$ cat config.mk
export PLATFORM = sky130hd
export DESIGN_NAME = vtpd_ctrl
export DESIGN_NICKNAME = d
export VERILOG_FILES = /design/src/hdl/vtpd_pkg.sv /design/src/hdl/vtpd_ctrl.sv
export SDC_FILE = /design/constraint.sdc
export NUM_CORES = 1
export LEC_CHECK = 0
export BUFFER_PORTS_ARGS = -buffer_cell sky130_fd_sc_hd__buf_2
export CORE_UTILIZATION = 55
export DETAILED_ROUTE_END_ITERATION = 10
export HOLD_SLACK_MARGIN = 0.02
export PLACE_DENSITY = 0.82
export REMOVE_ABC_BUFFERS = 1
export SYNTH_ARGS = -nofsm -noshare
export SYNTH_HDL_FRONTEND = slang
export SYNTH_SLANG_ARGS = --single-unit
$ cat constraint.sdc
create_clock -name clk_i -period 5.75 [get_ports clk_i]
set_clock_uncertainty 0.2 [all_clocks]
set_input_delay 0.575 -clock clk_i [delete_from_list [all_inputs] [get_ports clk_i]]
set_output_delay 0.575 -clock clk_i [all_outputs]
set_load 0.01 [all_outputs]
$ cat src/hdl/vtpd_pkg.sv
// Shared constants, command structs and state encoding for the vertex transform block.
package vtpd_pkg;

  // Fixed-point format and field widths.
  localparam int FRAC_BITS = 16;
  localparam int COORD_W   = 32;
  localparam int IDX_W     = 4;
  localparam int ROW_W     = IDX_W / 2;
  localparam int MAT_DEPTH = 1 << IDX_W;

  // Datapath widths: a 32x32 product, a sum of three products, and the
  // column sum after the fractional shift plus the translation term.
  localparam int PROD_W = 2 * COORD_W;
  localparam int ACC_W  = PROD_W + 2;
  localparam int SUM_W  = ACC_W - FRAC_BITS + 1;
  localparam int MAG_W  = SUM_W;

  // Sequencing counts.
  localparam int ISSUE_CNT  = MAT_DEPTH;
  localparam int DRAIN_CNT  = 2;
  localparam int DIV_STEPS  = COORD_W;
  localparam int CNT_W      = $clog2(DIV_STEPS);
  localparam int NUM_LANES  = 3;

  // Operation codes on the input channel.
  typedef enum logic [0:0] {
    OP_LOAD  = 1'b0,
    OP_XFORM = 1'b1
  } op_e;

  // Controller states.
  typedef enum logic [2:0] {
    ST_IDLE,
    ST_ISSUE,
    ST_DRAIN,
    ST_PREP,
    ST_START,
    ST_DIV,
    ST_DONE
  } ctrl_state_e;

  // Commands from the controller to the datapath.
  typedef struct packed {
    logic             wr_en;
    logic             load_vtx;
    logic             issue_en;
    logic [IDX_W-1:0] issue_addr;
    logic             prep_en;
    logic             div_start;
    logic             div_step;
    logic             out_load;
  } ctrl_cmd_t;

  // Commands from the datapath to each divider lane.
  typedef struct packed {
    logic start;
    logic step;
  } div_cmd_t;

endpackage

$ cat src/hdl/vtpd_ctrl.sv
// Controller state machine: sequences matrix reads, division steps and result hand-off.
module vtpd_ctrl (
  input  logic                clk_i,
  input  logic                rst_ni,
  input  logic                in_valid_i,
  input  vtpd_pkg::op_e       in_op_i,
  input  logic                out_ready_i,
  output logic                in_ready_o,
  output logic                out_valid_o,
  output vtpd_pkg::ctrl_cmd_t cmd_o
);
  import vtpd_pkg::*;

  localparam logic [CNT_W-1:0] ISSUE_LAST = CNT_W'(ISSUE_CNT - 1);
  localparam logic [CNT_W-1:0] DRAIN_LAST = CNT_W'(DRAIN_CNT - 1);
  localparam logic [CNT_W-1:0] DIV_LAST   = CNT_W'(DIV_STEPS - 1);

  ctrl_state_e      state_q, state_d;
  logic [CNT_W-1:0] cnt_q, cnt_d;
  logic             out_valid_q, out_valid_d;
  logic [IDX_W-1:0] k;

  always_ff @(posedge clk_i or negedge rst_ni) begin
    if (!rst_ni) begin
      state_q     <= ST_IDLE;
      cnt_q       <= '0;
      out_valid_q <= 1'b0;
    end else begin
      state_q     <= state_d;
      cnt_q       <= cnt_d;
      out_valid_q <= out_valid_d;
    end
  end

  // Issue order is column-major: the counter's high bits pick the column.
  assign k = cnt_q[IDX_W-1:0];

  // Next state and commands.
  always_comb begin
    state_d    = state_q;
    cnt_d      = cnt_q;
    in_ready_o = 1'b0;
    cmd_o      = '0;
    cmd_o.issue_addr = {k[ROW_W-1:0], k[IDX_W-1:ROW_W]};
    out_valid_d = out_valid_q && !out_ready_i;

    unique case (state_q)
      ST_IDLE: begin
        in_ready_o = 1'b1;
        cnt_d      = '0;
        if (in_valid_i) begin
          if (in_op_i == OP_XFORM) begin
            cmd_o.load_vtx = 1'b1;
            state_d        = ST_ISSUE;
          end else begin
            cmd_o.wr_en = 1'b1;
          end
        end
      end
      ST_ISSUE: begin
        cmd_o.issue_en = 1'b1;
        cnt_d          = cnt_q + 1'b1;
        if (cnt_q == ISSUE_LAST) begin
          cnt_d   = '0;
          state_d = ST_DRAIN;
        end
      end
      ST_DRAIN: begin
        cnt_d = cnt_q + 1'b1;
        if (cnt_q == DRAIN_LAST) begin
          cnt_d   = '0;
          state_d = ST_PREP;
        end
      end
      ST_PREP: begin
        cmd_o.prep_en = 1'b1;
        state_d       = ST_START;
      end
      ST_START: begin
        cmd_o.div_start = 1'b1;
        cnt_d           = '0;
        state_d         = ST_DIV;
      end
      ST_DIV: begin
        cmd_o.div_step = 1'b1;
        cnt_d          = cnt_q + 1'b1;
        if (cnt_q == DIV_LAST) begin
          cnt_d   = '0;
          state_d = ST_DONE;
        end
      end
      ST_DONE: begin
        // Wait until the result register is free or being drained.
        if (!out_valid_q || out_ready_i) begin
          cmd_o.out_load = 1'b1;
          out_valid_d    = 1'b1;
          state_d        = ST_IDLE;
        end
      end
      default: begin
        state_d = ST_IDLE;
      end
    endcase
  end

  assign out_valid_o = out_valid_q;

endmodule
* Word-level counts from Yosys, hierarchy flattened
Index checks and enable logic that the tools add are counted.
Storage, ports and cells: flip-flop bits (word level) 9, bits of input ports 5, logic and storage cells 51
Cells by class: add/subtract/negate cells 1, equality and inequality tests 15, muxes and demuxes 24, reductions and logical operators 8
Operators with widths (number):
- case mux 3 bit (7 select lines) | 1
- case mux 5 bit (4 select lines) | 1
- two-way mux 3 bit | 6
- two-way mux 5 bit | 3
- != test 2 bit (second input constant) | 6
- two-way mux 1 bit | 11
- == test 3 bit (second input constant) | 3
- == test 3 x 2 -> 1 bit (second input constant) | 2
- AND reduction 6 bit | 1
- adder 5 x 1 -> 5 bit (second input constant) | 1
- == test 5 x 1 -> 1 bit (second input constant) | 1
- == test 5 x 4 -> 1 bit (second input constant) | 1
- == test 5 bit (second input constant) | 1
- two-way mux 2 bit | 2
- nonzero test 4 bit | 1
- == test 3 x 1 -> 1 bit (second input constant) | 1
- zero test 3 bit | 1
- zero test 1 bit | 2
- OR reduction 2 bit | 1
- logical AND 1 bit | 1
- logical OR 1 bit | 1

* Longest topological paths before layout
word-level depth 4, depth in mapped cells 6, depth with buffers taken out 6

* Worst setup path before layout
No wires, ideal clock.
path kind reg2out, start point reg state_q[2], end point out cmd_o[10] (netlist name), data arrival time 1.260 ns, path slack 3.715 ns, cell stages (with the launch flop) 6, path through dfrtp_1 buf_6 or2_2 nor2_1 nand2_1 nor2_1
RTL lines:
- start: declaration | RTL line vtpd_ctrl.sv:18 | ctrl_state_e state_q, state_d;
- start signal: assignment | RTL line vtpd_ctrl.sv:29 | state_q <= state_d;
- end: declaration | RTL line vtpd_ctrl.sv:10 | output vtpd_pkg::ctrl_cmd_t cmd_o

==> results.yml <==
layout:
  drive_gt1_frac: 0.260
  multiInputGateArea_um2: 417
  mostFrequentLayoutCell: "buf_2"
  seq_area_um2: 225
  final-instance-count-excl-fill: 118
  nFillCells: 105
  insertedDiodeCount: 0
  layout.nets: 113
  synthToLayoutAreaGrowth_pct: 6.34
  mostFrequentLayoutCells: "17 x buf_2, 10 x nand2_1, 9 x nor2_1, 9 x dfrtp_1, 6 x a21oi_1"
timing:
  min_period_ns: 2.47
  fmax_mhz: 405
  slew_viol_final: 0
  fin_hold_ws_ns: 0.354
  max_slew.worst_pin.slew_ns: 0.535
  post-route-period-util: 0.430
  fin_setup_tns_ns: 0
  setup_viol: 0
  finalHoldViolCount: 0
  grt_setup_unrepaired: "no"
  max-slew-margin-rel: 0.643
setup_path:
  rr_worst_depth: 6
  start_kind: "flip-flop"
  timing.rr.start: "cnt_q[1]$_DFFE_PN0P_"
  required_ns: 4.97
  worst-path-max-fanout: 19
  end_kind: "primary output"
  crit_type: "reg2out"
  startpoint: "state_q[2]$_DFFE_PN0P_"
  arrival_ns: 1.70
logic_synthesis:
  ys.flop_type: "dfrtp_1"
  ys_types: 35
  synth_edf_count: 0
  ys_seq_elements: 9
  async_flop_share: 1.00
  ys_seq_area_frac: 0.301
  yosysWarnings: 0
  avgSynthCellArea_um2: 8.15
  syn_area_um2: 749
  synthCells: 92
cts:
  post_cts_buffers: 0
  cts_root_buf: "clkbuf_4"
  clkLatencyLatePin_ns: 0.26
  ctsHtreeMaxLevel: 1
  clk_pin_slew_worst_paths_ns: 0.07
  cts_buffer_depth: 2
  cts_tree: "built"
  cts_buffers: 3
  clkSinkCount: 9
die:
  dieWidth_um: 38.9
  initial_core_util: 0.632
  ios: 18
  die_h_um: 38.9
  coreArea_um2: 1190
  rows: 12
  die_area_um2: 1510
global_routing:
  grt_overflow: 0
  track_usage: 0.223
  grt_max_degree: 20
  grt_pass1_wl_um: 2270
  antenna_found_initial: 0
  grt_pass1_vias: 529
power:
  ir_worst_vdd_mv: 0.257
  power.density_nw_per_um2: 488
  p_leak_uw: 0.000391
routing:
  via_per_inst: 5.64
  drc: 0
  ant_nets: 0
  wl_per_cell_um: 12.6
  first_iter_violations: 22
  vias: 666
  drt_pass1_iterations: 4
  wirelength_um: 1490
hold_path:
  hold_path_startpoint: "cnt_q[1]$_DFFE_PN0P_"
  hold_class: "reg2reg"
  whs_path_depth: 2
placement:
  port_buffers: 17
  dpl.cell_count: 113
  hpwl_um: 1070
  place_congestion: 0.830
status:
  status: "completed"
run:
  maxCapViolations: 0
## Yosys cell counts, types with 3 or more instances
library cell	number	area share
o21ai_0	5	0.033
nor3_1	4	0.027
buf_6	4	0.060
nor2_1	9	0.045
buf_4	4	0.040
nand2_1	10	0.050
ha_1	3	0.050
nand3_1	4	0.027
a21oi_1	6	0.040
inv_1	4	0.020
dfrtp_1	9	0.30
## stage by stage
stage | setup slack (ns) | instance area, µm² | util | total power, µW
6_report | 3.28 | 797 | 0.672 | 389
5_1_grt | 3.16 | 797 | 0.672 | 421
4_1_cts | 3.29 | 797 | 0.672 | 389
3_5_place_dp | 3.59 | 759 | 0.640 | 336
3_3_place_gp | 3.63 | 759 | 0.640 | 330
2_1_floorplan | 3.62 | 657 | - | 273
## cells by family after synthesis
| family | after synthesis | share of synthesized area |
|---|---|---|
| adder cells (fa/ha/maj) | 3 | 0.0501 |
| buffers and inverters | 14 | 0.144 |
| AND/OR/NAND/NOR | 39 | 0.264 |
| XOR/XNOR | 1 | 0.0117 |
| AO/OA/AOI/OAI | 25 | 0.215 |
| flip-flops | 9 | 0.301 |
| multiplexers | 1 | 0.0150 |
## critical path, cell delays in order, from the launching register on
cell and delay (ns):
dfrtp_1 0.58, or2_2 0.41, nor2_1 0.16, and3_1 0.17
buf_2 0.12
## flip-flops by register name (all words and copies together), names as in the netlist
name and cells:
state_q 3, out_valid_o 1, cnt_q 5
## area by class of cell
type                    count  share of cell area
clock inverters             1             0.00628
clock buffers               3              0.0283
inverters                   4              0.0188
flip-flops and latches      9               0.283
repair buffers             18               0.119
multi-input cells          69               0.523
well taps                  14              0.0220
## power breakdown
group          switching, µW  internal, µW
Combinational            102          92.4
Sequential              55.8          87.7
Clock                   24.8          25.7
Total                    183           206
## what timing repair did
| item | in CTS | in global routing |
|---|---|---|
| resized for setup | 0 | 0 |
| hold buffers | 1 | 0 |
| endpoints found under the hold margin | 9 | 0 |
## final timing paths
kind | end | slack, ns
max | cmd_o[9] | 3.28
min reg2reg | cnt_q[1]$_DFFE_PN0P_ | 0.35
min | cnt_q[1]$_DFFE_PN0P_ | 0.35
max reg2reg | cnt_q[2]$_DFFE_PN0P_ | 3.85
min in group asynchronous | state_q[1]$_DFFE_PN0P_ | 0.48
max in group asynchronous | cnt_q[4]$_DFFE_PN0P_ | 4.68
## metal layers
metal  track usage  up-vias  share of wire
li1              -      343              -
met1         0.306      299           0.45
met4         0.103        0              0
met2         0.338       24           0.49
met3        0.0347        0          0.062
met5             0        -              0
Power figures use the tool's default switching activity.
